==> config.mk <==
export PLATFORM = sky130hd
export DESIGN_NAME = hex_dump_text_loader
export DESIGN_NICKNAME = d
export VERILOG_FILES = /design/src/rtl/hdtl_pkg.sv /design/src/rtl/hdtl_front.sv /design/src/rtl/hdtl_back.sv /design/src/rtl/hex_dump_text_loader.sv
export SDC_FILE = /design/constraint.sdc
export NUM_CORES = 1
export LEC_CHECK = 0
export BUFFER_PORTS_ARGS = -buffer_cell sky130_fd_sc_hd__buf_2
export CORE_UTILIZATION = 56
export DETAILED_ROUTE_END_ITERATION = 12
export PLACE_DENSITY = 0.87
export SLEW_MARGIN = 25
export SYNTH_ARGS = -nofsm -noshare
export SYNTH_HDL_FRONTEND = slang
export SYNTH_SLANG_ARGS = --single-unit
==> constraint.sdc <==
create_clock -name clock -period 4.8 [get_ports clock]
set_input_delay 0 -clock clock [delete_from_list [all_inputs] [get_ports clock]]
set_output_delay 0 -clock clock [all_outputs]
set_load 0.05 [all_outputs]
==> src/rtl/hdtl_pkg.sv <==
// Shared types and character constants for the hex dump text loader.
package hdtl_pkg;

   localparam logic [7:0] CHAR_NUL     = 8'h00;
   localparam logic [7:0] CHAR_LF      = 8'h0A;
   localparam logic [7:0] CHAR_CR      = 8'h0D;
   localparam logic [7:0] CHAR_COLON   = 8'h3A;
   localparam logic [7:0] CHAR_DIGIT_0 = 8'h30;
   localparam logic [7:0] CHAR_DIGIT_9 = 8'h39;
   localparam logic [7:0] CHAR_UPPER_A = 8'h41;
   localparam logic [7:0] CHAR_UPPER_F = 8'h46;
   localparam logic [7:0] CHAR_LOWER_A = 8'h61;
   localparam logic [7:0] CHAR_LOWER_F = 8'h66;
   localparam logic [3:0] LETTER_OFFSET = 4'd9;

   localparam logic [16:0] WINDOW_MAX   = 17'h10000;
   localparam logic [16:0] WINDOW_RESET = 17'd4096;

   localparam logic CSR_BASE_ADDRESS = 1'b0;
   localparam logic CSR_WINDOW_SIZE  = 1'b1;

   localparam logic KIND_WRITE  = 1'b0;
   localparam logic KIND_FINISH = 1'b1;

   typedef enum logic [2:0] {
      CLS_HEX   = 3'd0,
      CLS_LF    = 3'd1,
      CLS_CR    = 3'd2,
      CLS_NUL   = 3'd3,
      CLS_COLON = 3'd4,
      CLS_OTHER = 3'd5,
      CLS_END   = 3'd6
   } char_class_type;

   typedef enum logic [2:0] {
      PH_ADDR = 3'b001,
      PH_DATA = 3'b010,
      PH_SKIP = 3'b100
   } line_phase_type;

   typedef struct packed {
      char_class_type cls;
      logic [3:0]     nibble;
   } token_type;

   typedef struct packed {
      logic        kind;
      logic [15:0] write_index;
      logic [7:0]  write_data;
      logic [16:0] loaded_length;
      logic        last;
   } result_type;

endpackage

==> src/rtl/hdtl_front.sv <==
// Front end: classifies each accepted character and queues the token.
module hdtl_front (
   input  logic                clock,
   input  logic                reset,
   input  logic                push,
   output logic                full,
   input  logic [7:0]          char_code,
   input  logic                end_of_text,
   output logic                tok_valid,
   output hdtl_pkg::token_type tok,
   input  logic                tok_pop
);

   localparam int DEPTH = 4;
   localparam int PTR_BITS = $clog2(DEPTH);

   hdtl_pkg::token_type tok_mem_ff [DEPTH];
   hdtl_pkg::token_type tok_new;
   logic [PTR_BITS-1:0] wr_ptr_ff, wr_ptr_in;
   logic [PTR_BITS-1:0] rd_ptr_ff, rd_ptr_in;
   logic [PTR_BITS:0]   count_ff, count_in;
   logic                do_push;
   logic                do_pop;

   always_comb begin
      tok_new.cls    = hdtl_pkg::CLS_OTHER;
      tok_new.nibble = 4'd0;
      if (end_of_text) begin
         tok_new.cls = hdtl_pkg::CLS_END;
      end else if (char_code >= hdtl_pkg::CHAR_DIGIT_0
                && char_code <= hdtl_pkg::CHAR_DIGIT_9) begin
         tok_new.cls    = hdtl_pkg::CLS_HEX;
         tok_new.nibble = char_code[3:0];
      end else if ((char_code >= hdtl_pkg::CHAR_UPPER_A && char_code <= hdtl_pkg::CHAR_UPPER_F)
                || (char_code >= hdtl_pkg::CHAR_LOWER_A && char_code <= hdtl_pkg::CHAR_LOWER_F)) begin
         tok_new.cls    = hdtl_pkg::CLS_HEX;
         tok_new.nibble = char_code[3:0] + hdtl_pkg::LETTER_OFFSET;
      end else if (char_code == hdtl_pkg::CHAR_LF) begin
         tok_new.cls = hdtl_pkg::CLS_LF;
      end else if (char_code == hdtl_pkg::CHAR_CR) begin
         tok_new.cls = hdtl_pkg::CLS_CR;
      end else if (char_code == hdtl_pkg::CHAR_NUL) begin
         tok_new.cls = hdtl_pkg::CLS_NUL;
      end else if (char_code == hdtl_pkg::CHAR_COLON) begin
         tok_new.cls = hdtl_pkg::CLS_COLON;
      end
   end

   assign full      = (count_ff == (PTR_BITS+1)'(DEPTH));
   assign tok_valid = (count_ff != '0);
   assign tok       = tok_mem_ff[rd_ptr_ff];
   assign do_push   = push && !full;
   assign do_pop    = tok_pop && tok_valid;

   always_comb begin
      wr_ptr_in = do_push ? wr_ptr_ff + PTR_BITS'(1) : wr_ptr_ff;
      rd_ptr_in = do_pop  ? rd_ptr_ff + PTR_BITS'(1) : rd_ptr_ff;
      count_in  = count_ff + (PTR_BITS+1)'(do_push) - (PTR_BITS+1)'(do_pop);
   end

   always_ff @(posedge clock) begin
      if (reset) begin
         wr_ptr_ff <= '0;
         rd_ptr_ff <= '0;
         count_ff  <= '0;
      end else begin
         wr_ptr_ff <= wr_ptr_in;
         rd_ptr_ff <= rd_ptr_in;
         count_ff  <= count_in;
      end
   end

   always_ff @(posedge clock) begin
      if (do_push) begin
         tok_mem_ff[wr_ptr_ff] <= tok_new;
      end
   end

endmodule

==> src/rtl/hdtl_back.sv <==
// Back end: line parser, window check, byte writes and the result queue.
module hdtl_back #(
   parameter int ADDR_BITS = 16
) (
   input  logic                 clock,
   input  logic                 reset,
   input  logic                 tok_valid,
   input  hdtl_pkg::token_type  tok,
   output logic                 tok_pop,
   input  logic                 csr_write,
   input  logic                 csr_index,
   input  logic [16:0]          csr_data,
   output logic                 rsp_empty,
   input  logic                 rsp_pop,
   output hdtl_pkg::result_type rsp
);

   localparam int DIFF_BITS = ((ADDR_BITS > 17) ? ADDR_BITS : 17) + 1;
   localparam int DEPTH = 4;
   localparam int PTR_BITS = $clog2(DEPTH);

   // Configuration
   logic [15:0] base_ff;
   logic [16:0] window_ff;

   // Parser state
   hdtl_pkg::line_phase_type phase_ff, phase_in;
   logic [ADDR_BITS-1:0]     acc_ff, acc_in;
   logic [16:0]              next_index_ff, next_index_in;
   logic                     pending_ff, pending_in;
   logic [3:0]               nibble_ff, nibble_in;
   logic [16:0]              high_water_ff, high_water_in;

   // Result queue
   hdtl_pkg::result_type res_mem_ff [DEPTH];
   logic [PTR_BITS-1:0]  wr_ptr_ff, rd_ptr_ff;
   logic [PTR_BITS:0]    count_ff, count_in;
   logic                 out_full;
   logic                 out_pop;

   hdtl_pkg::result_type res;
   logic                 res_push;
   logic                 emit_req;
   logic [7:0]           emit_data;
   logic                 emit_last;
   logic                 emit_ok;
   logic [16:0]          index_plus;
   logic [DIFF_BITS-1:0] addr_diff;
   logic                 in_window;

   assign out_full  = (count_ff == (PTR_BITS+1)'(DEPTH));
   assign rsp_empty = (count_ff == '0);
   assign rsp       = res_mem_ff[rd_ptr_ff];
   assign out_pop   = rsp_pop && !rsp_empty;

   assign emit_ok    = (next_index_ff < window_ff);
   assign index_plus = next_index_ff + 17'd1;
   assign addr_diff  = DIFF_BITS'(acc_ff) - DIFF_BITS'(base_ff);
   assign in_window  = (DIFF_BITS'(acc_ff) >= DIFF_BITS'(base_ff))
                    && (addr_diff < DIFF_BITS'(window_ff));

   always_comb begin
      phase_in      = phase_ff;
      acc_in        = acc_ff;
      next_index_in = next_index_ff;
      pending_in    = pending_ff;
      nibble_in     = nibble_ff;
      high_water_in = high_water_ff;
      tok_pop       = 1'b0;
      res_push      = 1'b0;
      res           = '0;
      emit_req      = 1'b0;
      emit_data     = 8'd0;
      emit_last     = 1'b1;

      if (tok_valid && !out_full) begin
         if (tok.cls == hdtl_pkg::CLS_END) begin
            if (phase_ff == hdtl_pkg::PH_DATA && pending_ff) begin
               // The open one-digit token goes out first; the end token stays
               // at the head of the queue and finishes once the result queue has room.
               emit_req   = 1'b1;
               emit_data  = {4'd0, nibble_ff};
               emit_last  = 1'b0;
               pending_in = 1'b0;
               nibble_in  = 4'd0;
            end else begin
               tok_pop             = 1'b1;
               res_push            = 1'b1;
               res.kind            = hdtl_pkg::KIND_FINISH;
               res.loaded_length   = high_water_ff;
               res.last            = 1'b1;
               phase_in            = hdtl_pkg::PH_ADDR;
               acc_in              = '0;
               next_index_in       = '0;
               pending_in          = 1'b0;
               nibble_in           = 4'd0;
               high_water_in       = '0;
            end
         end else begin
            tok_pop = 1'b1;
            unique case (phase_ff)
               hdtl_pkg::PH_ADDR: begin
                  priority if (tok.cls == hdtl_pkg::CLS_HEX) begin
                     acc_in = {acc_ff[ADDR_BITS-5:0], tok.nibble};
                  end else if (tok.cls == hdtl_pkg::CLS_LF) begin
                     acc_in = '0;
                  end else if (tok.cls == hdtl_pkg::CLS_NUL) begin
                     phase_in = hdtl_pkg::PH_SKIP;
                  end else if (tok.cls == hdtl_pkg::CLS_COLON) begin
                     if (in_window) begin
                        next_index_in = addr_diff[16:0];
                        pending_in    = 1'b0;
                        nibble_in     = 4'd0;
                        phase_in      = hdtl_pkg::PH_DATA;
                     end else begin
                        phase_in = hdtl_pkg::PH_SKIP;
                     end
                  end else begin
                     phase_in = phase_ff;
                  end
               end
               hdtl_pkg::PH_DATA: begin
                  if (tok.cls == hdtl_pkg::CLS_HEX) begin
                     if (pending_ff) begin
                        emit_req   = 1'b1;
                        emit_data  = {nibble_ff, tok.nibble};
                        pending_in = 1'b0;
                        nibble_in  = 4'd0;
                     end else begin
                        pending_in = 1'b1;
                        nibble_in  = tok.nibble;
                     end
                  end else begin
                     if (pending_ff) begin
                        emit_req   = 1'b1;
                        emit_data  = {4'd0, nibble_ff};
                        pending_in = 1'b0;
                        nibble_in  = 4'd0;
                     end
                     if (tok.cls == hdtl_pkg::CLS_LF) begin
                        phase_in = hdtl_pkg::PH_ADDR;
                        acc_in   = '0;
                     end else if (tok.cls == hdtl_pkg::CLS_CR
                               || tok.cls == hdtl_pkg::CLS_NUL) begin
                        phase_in = hdtl_pkg::PH_SKIP;
                     end
                  end
               end
               hdtl_pkg::PH_SKIP: begin
                  if (tok.cls == hdtl_pkg::CLS_LF) begin
                     phase_in = hdtl_pkg::PH_ADDR;
                     acc_in   = '0;
                  end
               end
               default: begin
                  phase_in = hdtl_pkg::PH_ADDR;
               end
            endcase
         end

         // Writes past the end of the window are parsed but dropped.
         if (emit_req && emit_ok) begin
            res_push          = 1'b1;
            res.kind          = hdtl_pkg::KIND_WRITE;
            res.write_index   = next_index_ff[15:0];
            res.write_data    = emit_data;
            res.last          = emit_last;
            next_index_in     = index_plus;
            if (index_plus > high_water_ff) begin
               high_water_in = index_plus;
            end
         end
      end
   end

   assign count_in = count_ff + (PTR_BITS+1)'(res_push) - (PTR_BITS+1)'(out_pop);

   always_ff @(posedge clock) begin
      if (reset) begin
         base_ff       <= '0;
         window_ff     <= hdtl_pkg::WINDOW_RESET;
         phase_ff      <= hdtl_pkg::PH_ADDR;
         acc_ff        <= '0;
         next_index_ff <= '0;
         pending_ff    <= 1'b0;
         nibble_ff     <= 4'd0;
         high_water_ff <= '0;
         wr_ptr_ff     <= '0;
         rd_ptr_ff     <= '0;
         count_ff      <= '0;
      end else begin
         if (csr_write) begin
            if (csr_index == hdtl_pkg::CSR_BASE_ADDRESS) begin
               base_ff <= csr_data[15:0];
            end else begin
               window_ff <= (csr_data > hdtl_pkg::WINDOW_MAX) ? hdtl_pkg::WINDOW_MAX
                                                              : csr_data;
            end
         end
         phase_ff      <= phase_in;
         acc_ff        <= acc_in;
         next_index_ff <= next_index_in;
         pending_ff    <= pending_in;
         nibble_ff     <= nibble_in;
         high_water_ff <= high_water_in;
         if (res_push) begin
            wr_ptr_ff <= wr_ptr_ff + PTR_BITS'(1);
         end
         if (out_pop) begin
            rd_ptr_ff <= rd_ptr_ff + PTR_BITS'(1);
         end
         count_ff <= count_in;
      end
   end

   always_ff @(posedge clock) begin
      if (res_push) begin
         res_mem_ff[wr_ptr_ff] <= res;
      end
   end

`ifndef SYNTHESIS
   a_index_bound: assert property (@(posedge clock) disable iff (reset)
      next_index_ff <= hdtl_pkg::WINDOW_MAX)
      else $error("next index ran past the largest window");

   a_high_water_bound: assert property (@(posedge clock) disable iff (reset)
      high_water_ff <= hdtl_pkg::WINDOW_MAX)
      else $error("high water mark ran past the largest window");

   a_pending_in_data: assert property (@(posedge clock) disable iff (reset)
      pending_ff |-> (phase_ff == hdtl_pkg::PH_DATA))
      else $error("open digit outside the data phase");

   a_finish_clears: assert property (@(posedge clock) disable iff (reset)
      (res_push && res.kind == hdtl_pkg::KIND_FINISH)
      |=> (phase_ff == hdtl_pkg::PH_ADDR && high_water_ff == '0 && !pending_ff))
      else $error("parser state not cleared after finish");

   a_queue_bound: assert property (@(posedge clock) disable iff (reset)
      count_ff <= (PTR_BITS+1)'(DEPTH))
      else $error("result queue overflow");
`endif

endmodule

==> src/rtl/hex_dump_text_loader.sv <==
// Top level of the hex dump text loader: front classifier, token queue and back end.
//
// The request side is a queue input: drive req_char_code and req_end_of_text
// and raise req_push; the transaction is taken at a rising edge with req_full
// low. Each character is classified and stored in a four-entry token queue.
// The back end takes one token per cycle while the result queue has room, runs
// the line parser and places results in a four-entry result queue. The result
// side reads like a queue: while rsp_empty is low the oldest result sits on the
// rsp_ ports, and it is taken at a rising edge with rsp_pop high.
// Characters are registered in the token queue and results in the result queue.
// Throughput: one character per cycle while req_full is low; an end of text that
// closes an open one-digit byte token gives the byte first, then the finish result.
// When the receiver stalls, the result queue fills, the back end holds, then
// the token queue fills and req_full rises; nothing is lost.
// Configuration: csr_write with csr_index selects base_address (0) or
// window_size (1); write only while the block is idle. Windows above 65536
// act as 65536.
// Synchronous reset empties both queues, returns the parser to the address
// phase and sets base_address to 0 and window_size to 4096.
module hex_dump_text_loader #(
   parameter int ADDR_BITS = 16
) (
   input  logic        clock,
   input  logic        reset,
   input  logic        req_push,
   output logic        req_full,
   input  logic [7:0]  req_char_code,
   input  logic        req_end_of_text,
   output logic        rsp_empty,
   input  logic        rsp_pop,
   output logic        rsp_kind,
   output logic [15:0] rsp_write_index,
   output logic [7:0]  rsp_write_data,
   output logic [16:0] rsp_loaded_length,
   output logic        rsp_last,
   input  logic        csr_write,
   input  logic        csr_index,
   input  logic [16:0] csr_data
);

   // Tokens flow from the front end to the back end through this handshake.
   hdtl_pkg::token_type  tok;
   logic                 tok_valid;
   logic                 tok_pop;
   hdtl_pkg::result_type rsp;

   hdtl_front u_front (
      .clock       (clock),
      .reset       (reset),
      .push        (req_push),
      .full        (req_full),
      .char_code   (req_char_code),
      .end_of_text (req_end_of_text),
      .tok_valid   (tok_valid),
      .tok         (tok),
      .tok_pop     (tok_pop)
   );

   hdtl_back #(
      .ADDR_BITS (ADDR_BITS)
   ) u_back (
      .clock     (clock),
      .reset     (reset),
      .tok_valid (tok_valid),
      .tok       (tok),
      .tok_pop   (tok_pop),
      .csr_write (csr_write),
      .csr_index (csr_index),
      .csr_data  (csr_data),
      .rsp_empty (rsp_empty),
      .rsp_pop   (rsp_pop),
      .rsp       (rsp)
   );

   // The stored result record is split onto the individual result ports.
   assign rsp_kind          = rsp.kind;
   assign rsp_write_index   = rsp.write_index;
   assign rsp_write_data    = rsp.write_data;
   assign rsp_loaded_length = rsp.loaded_length;
   assign rsp_last          = rsp.last;

endmodule
---- Word-level counts from Yosys, hierarchy flattened ----
Memories as Yosys holds them, arrays and structs flattened. A register that Yosys moved wholly into a read port is not among the register bits.
Index checks and enable logic that the tools add are counted.
Widths: inputs -> output; s select.
cells by class
  mux-type cells .......................... 90
  reduce and logical (&&, ||, !) cells .... 31
  bitwise logic cells ..................... 1
  magnitude comparators ................... 11
  eq/ne operators ......................... 28
  add/subtract/negate cells ............... 11
operators by type and width
  operator               number
  $mux 17                14
  $mux 16                5
  $mux 4                 13
  $mux 3                 16
  $pmux 16 s3            1
  $mux 43                1
  $mux 18                2
  $mux 8                 4
  $mux 1                 25
  $mux 25                1
  $reduce_and 8->1       3
  $ne 3x2->1 const B     7
  $lt 18x17->1           1
  $add 17x1->17 const B  1
  $gt 17x17->1           1
  $gt 17x17->1 const B   1
  $lt 17x17->1           1
  $sub 16x16->17         1
  $eq 8x4->1 const B     2
  $ge 16x16->1           1
  $ge 8x7->1 const B     2
  $le 8x7->1 const B     2
  $eq 3x3->1 const B     5
  $reduce_bool 3->1      5
  other kinds (30)       57
storage, ports and cells
  register bits ........................... 105
  RAM bits ................................ 200
  memories ................................ 2
  word-level logic and storage cells ...... 188
  output and inout bits ................... 45
  input bits .............................. 32
memories
  name                depth  width  read ports  clocked after memory_dff  wr ports  RTL line          text
  u_back.res_mem_ff   4      43     1           1                         1         hdtl_back.sv:35   hdtl_pkg::result_type res_mem_ff [DEPTH];
  u_front.tok_mem_ff  4      7      1           1                         1         hdtl_front.sv:17  hdtl_pkg::token_type tok_mem_ff [DEPTH];

---- Logic depth before layout (Yosys ltp) ----
  word-level depth ........................ 11
  mapped depth ............................ 19
  depth with buffers taken out ............ 18

---- By module ----
Synthesis repeated with hierarchy kept, for this count alone.
unflattened totals
  cells, all modules ...................... 1193
  area total of the unflattened synthesis .. 14646.5 sq um
modules (own cells, without submodules)
  module      area an instance (sq um)  cells an instance  times used  sequential area each (sq um)
  hdtl_back   12921.1                   1072               1           7166.9
  hdtl_front  1725.4                    121                1           1021.0

---- Worst setup path before layout ----
Ideal clock, no wire load.
  path kind ............................... reg2reg
  start point ............................. reg u_back.window_ff[6]
  end point ............................... mem u_back.res_mem_ff[0][0] (netlist name) (enable)
  setup slack ............................. 75 ps
  period minus slack after synthesis ...... 4725 ps
  buffers on the path ..................... 1
  setup time .............................. 449 ps
  data arrival time ....................... 4276 ps
  stages on the path, launching flop included .. 11
  required time ........................... 4351 ps
  cell sequence ........................... dfxtp_1 > inv_1 > ha_1 > a21oi_1 > o21ai_0 > or4_1 > a2111oi_4 > o21a_1 > clkbuf_1 > nor2_1 > nor2b_1
between the ends
  longest elaborated chain between the ends .. 6
RTL lines
  element                       RTL line          text
  start: declaration            hdtl_back.sv:24   logic [16:0] window_ff;
  start signal: assignment      hdtl_back.sv:181  window_ff <= hdtl_pkg::WINDOW_RESET;
  start signal: assignment      hdtl_back.sv:196  window_ff <= (csr_data > hdtl_pkg::WINDOW_MAX) ? hdtl_pkg::WINDOW_MAX
  $lt 17x17->1                  hdtl_back.sv:56   assign emit_ok = (next_index_ff < window_ff);
  $logic_and 1x1->1             hdtl_back.sv:162  if (emit_req && emit_ok) begin
  $mux 1                        hdtl_back.sv:162
  $mux 1                        hdtl_back.sv:76   if (tok_valid && !out_full) begin
  $mux 1                        hdtl_back.sv:217  if (res_push) begin
  $mux 1 (not written as such)  hdtl_back.sv:218  res_mem_ff[wr_ptr_ff] <= res;
  end: declaration              hdtl_back.sv:35
Every way passes these cells.

---- Final worst setup path ----
  start point ............................. reg u_back.acc_ff[0]
  end point ............................... reg u_back.pending_ff
between the ends
  longest elaborated chain between the ends .. 5
  elaborated cells on any way between the ends .. 6
  classes of those cells .................. add/sub (1); order compare (2); eq/ne (1); reduce/logical (2)
RTL lines
  element                       RTL line          text
  start: declaration            hdtl_back.sv:28   logic [ADDR_BITS-1:0] acc_ff, acc_in;
  start signal: assignment      hdtl_back.sv:201  acc_ff <= acc_in;
  $sub 16x16->17                hdtl_back.sv:58   assign addr_diff = DIFF_BITS'(acc_ff) - DIFF_BITS'(base_ff);
  $lt 18x17->1                  hdtl_back.sv:60   && (addr_diff < DIFF_BITS'(window_ff));
  $logic_and 1x1->1 *           hdtl_back.sv:60
  $ne 3x1->1 (no line) *        n/a
  $reduce_and 7->1 (no line) *  n/a
  end signal: assignment        hdtl_back.sv:203  pending_ff <= pending_in;
  end: declaration              hdtl_back.sv:30   logic pending_ff, pending_in;
Every way passes the cells marked *; elsewhere a longest branch is shown, timed or not.
A chain may end at the register's enable or synchronous reset.

==> results.py <==
metrics = {
    "clocking": {
        "htree_levels": 1,
        "cts_resized": 0,
        "cts_root_buffer": "clkbuf_16",
        "cts_buffer_depth": 3,
        "cts.sinks": 309,
        "clk_latency_ps": 560,
        "tritoncts": "yes",
        "path_clk_slew_ps": 60,
        "cts_made_buffers": 31,
    },
    "critical_path": {
        "worstPathCellList": "inv_1 > ha_1 > fa_1 > nand2b_1 > a21oi_1 > o311a_1 > a21oi_1 > o21ai_0 > xor2_1 > ha_1 > o21ai_0 > a21oi_1 > a22oi_1 > nand2_1 > a211oi_4 > buf_4 > a21oi_1 > o2111a_1 > a311o_1",
        "worstSetupPathType": "register to register",
        "setup.worst_path.end_class": "register",
        "worstPathRequired_ps": 5230,
        "crit_fanout": 5,
        "critPathArrivalTime_ps": 4720,
        "path_common_cell": "a21oi_1",
        "critPathSlowestCell": "fa_1",
        "start_kind": "register",
        "cpPeakStageDelay_ps": 400,
    },
    "cells_and_area": {
        "multi_input_area_sq_um": 5980,
        "drive_gt1_frac": 0.167,
        "nFillCells": 1747,
        "layout_common_cells": "edfxtp_1 (200), nor2_1 (107), dfxtp_1 (107)",
        "layout_commonest_cell": "edfxtp_1",
        "seqCellArea_sq_um": 8190,
        "fin_util": 0.658,
        "layout.nets": 1425,
        "diodes": 0,
        "area_growth_pct": 14.2,
    },
    "logic_synthesis": {
        "synth.yosys.seq_area_share": 0.558,
        "synth_fp_nets": 1318,
        "synth_enable_flop_cells": 200,
        "synth_area_sq_um": 14700,
        "yosysWarningCount": 0,
        "ys_async_sr_fraction": 0,
        "ys.flop_type": "edfxtp_1",
        "synth-seq-cells": 309,
        "ys_types": 77,
        "avgSynthCellArea_sq_um": 12.2,
        "synthCells": 1201,
    },
    "sta": {
        "fin_crit_ps": 4290,
        "slew_headroom": 0.326,
        "setup_viol": 0,
        "fin_skew_ps": 25.7,
        "rsz0062_at_grt": "no",
        "setup_tns_ps": 0,
        "post-route-period-util": 0.895,
        "fmax_ghz": 0.233,
        "final_max_slew_viol_count": 0,
        "hold_viol_final": 0,
        "tightest_slew_ps": 1010,
    },
    "power_and_ir_drop": {
        "leakagePower_nw": 6.01,
        "p_sw_frac": 0.364,
        "intPower_w": 0.00560,
        "power-per-cell-area_nw_per_um2": 526,
        "p_switching_w": 0.00321,
        "seqPwrFrac": 0.384,
        "p_comb_frac": 0.349,
        "clkPwrFrac": 0.267,
        "max-vdd-ir-drop_v": 0.000456,
    },
    "detailed_routing": {
        "routedWlPerCell_um": 19.2,
        "drtPass1Iterations": 5,
        "vias": 9994,
        "wl_um": 32000,
        "ant_nets": 0,
        "first_iter_violations": 1153,
        "drc": 0,
        "viasPerCell": 6.01,
    },
    "global_route": {
        "antenna_found_initial": 0,
        "grt_pass1_wl_um": 51000,
        "grt_util_all_layers": 0.243,
        "grt_pass1_vias": 9785,
        "grt_start_max_net_pins": 68,
        "overflow": 0,
    },
    "die": {
        "dieArea_sq_um": 26900,
        "die_x_um": 164,
        "core-area_sq_um": 25500,
        "ios": 77,
        "start_util": 0.576,
        "die_h_um": 164,
        "placementRows": 58,
    },
    "outcome": {
        "status": "complete, no violations",
    },
    "placement": {
        "place_congestion": 0.894,
        "port-buffer-count": 76,
        "hpwl_um": 21300,
    },
    "run": {
        "max_cap_viol_count": 0,
    },
    "worst_hold_path": {
        "min_path_type": "primary input to register",
    },
}
[layout make-up]
| type | count | share of cell area |
|---|---|---|
| clock buffers | 39 | 0.0487 |
| clock inverters | 19 | 0.0105 |
| inverters | 82 | 0.0184 |
| multi-input cells | 757 | 0.357 |
| flip-flops and latches | 309 | 0.489 |
| well taps | 330 | 0.0246 |
| repair buffers | 127 | 0.0517 |
[layer usage]
metal / vias up / global-route usage / share of wire
met5: - / 0 / 0
met4: 0 / 0.0602 / 0.022
met3: 63 / 0.0336 / 0.069
met2: 424 / 0.419 / 0.49
met1: 4852 / 0.323 / 0.42
li1: 4655 / - / -
[kinds of logic (layout without fill, tap and decap cells)]
| group | Yosys count | count (layout) | share of synthesized area |
|---|---|---|---|
| fa+ha+maj | 85 | 85 | 0.0740 |
| mux | 64 | 64 | 0.0865 |
| compound gates | 224 | 224 | 0.108 |
| simple gates | 344 | 344 | 0.113 |
| xor+xnor | 40 | 40 | 0.0239 |
| buf+inv | 135 | 267 | 0.0375 |
| flops | 309 | 309 | 0.558 |
[path summary, 6_finish.rpt]
kind	from	end	slack, ps	depth (start not counted)
max	u_back.acc_ff[0]	u_back.pending_ff	510	19
min	req_char_code[0]	u_front.tok_mem_ff[3][0]	70	4
max reg2reg	u_back.acc_ff[0]	u_back.pending_ff	510	19
min reg2reg	u_back.base_ff[10]	u_back.base_ff[10]	460	2
[power by group through the flow]
stage	Clock [W]	Sequential (W)	Combinational (W)
2_1_floorplan	0	0.00327	0.00249
3_3_place_gp	0	0.00341	0.00292
3_5_place_dp	0	0.00343	0.00301
4_1_cts	0.00237	0.00338	0.00306
5_1_grt	0.00248	0.00342	0.00333
6_report	0.00235	0.00338	0.00307
[Yosys cell counts (3+ instances only)]
cell        n  area, sq um
a21o_1     11         82.6
a211oi_1   14          105
buf_1       5         18.8
buf_4       3         22.5
buf_6       3         33.8
edfxtp_1  200         6010
a31oi_1     8         50.1
or3_1       3         18.8
nor3b_1     6         45.0
and4_1      3         26.3
nor4_1      7         43.8
a22oi_1    29          218
nand2b_1    8         50.1
nand4_1    12         75.1
xnor2_1    25          219
xor2_1     15          131
clkbuf_1   34          128
a22o_1     17          149
o211ai_1    3         22.5
fa_1        3         60.1
dfxtp_1   109         2180
a311oi_2    5         75.1
and2_1     20          125
nor2b_1    16          100
mux4_2     50         1130
and3_1      8         50.1
nor2_1    108          405
ha_1       82         1030
o21a_1      7         52.6
nor3_1     30          150
nand3_1    13         65.1
o21ai_0    35          175
or2_2       5         31.3
inv_1      82          308
buf_2       6         30.0
nand2_1    93          349
mux2i_1    12          120
a21oi_1    66          330
[state kept, by name (all words and copies together) (netlist names), named ones only]
register and flops:
u_back.acc_ff 16, u_back.base_ff 16, u_back.count_ff 3, u_back.high_water_ff 17
u_back.next_index_ff 17, u_back.nibble_ff 4, u_back.pending_ff 1, u_back.phase_ff 3
u_back.rd_ptr_ff 2, u_back.res_mem_ff 172, u_back.window_ff 17, u_back.wr_ptr_ff 2
u_front.count_ff 3, u_front.rd_ptr_ff 2, u_front.tok_mem_ff 28, u_front.wr_ptr_ff 2
[stage by stage]
step / std cells / hold WS (ps) / instance area [sq um] / total power [W] / setup slack (ps)
floorplan: 1201 / 136 / 14700 / 0.00576 / 75.4
global placement: 1568 / 262 / 15400 / 0.00633 / 512
detailed placement: 1568 / 273 / 15400 / 0.00645 / 395
CTS: 1662 / 36.3 / 16700 / 0.00882 / 381
global route: 1663 / 110 / 16800 / 0.00924 / 98.5
finish: 1663 / 67.4 / 16800 / 0.00881 / 506
[worst max-delay path: cells and delay by family (launching register included)]
kind / cells / cell delay, ps
buffers and inverters: 2 / 240
AO/OA/AOI/OAI: 11 / 2180
adder cells (fa/ha/maj): 3 / 890
XOR/XNOR: 1 / 230
flip-flops: 1 / 360
AND/OR/NAND/NOR: 2 / 290
[timing repair]
item	in CTS	in global routing
setup endpoints to repair	0	1
buffers inserted	0	1
hold endpoints to repair	79	0
hold buffers	36	0
(Power assumes the default switching activity.)
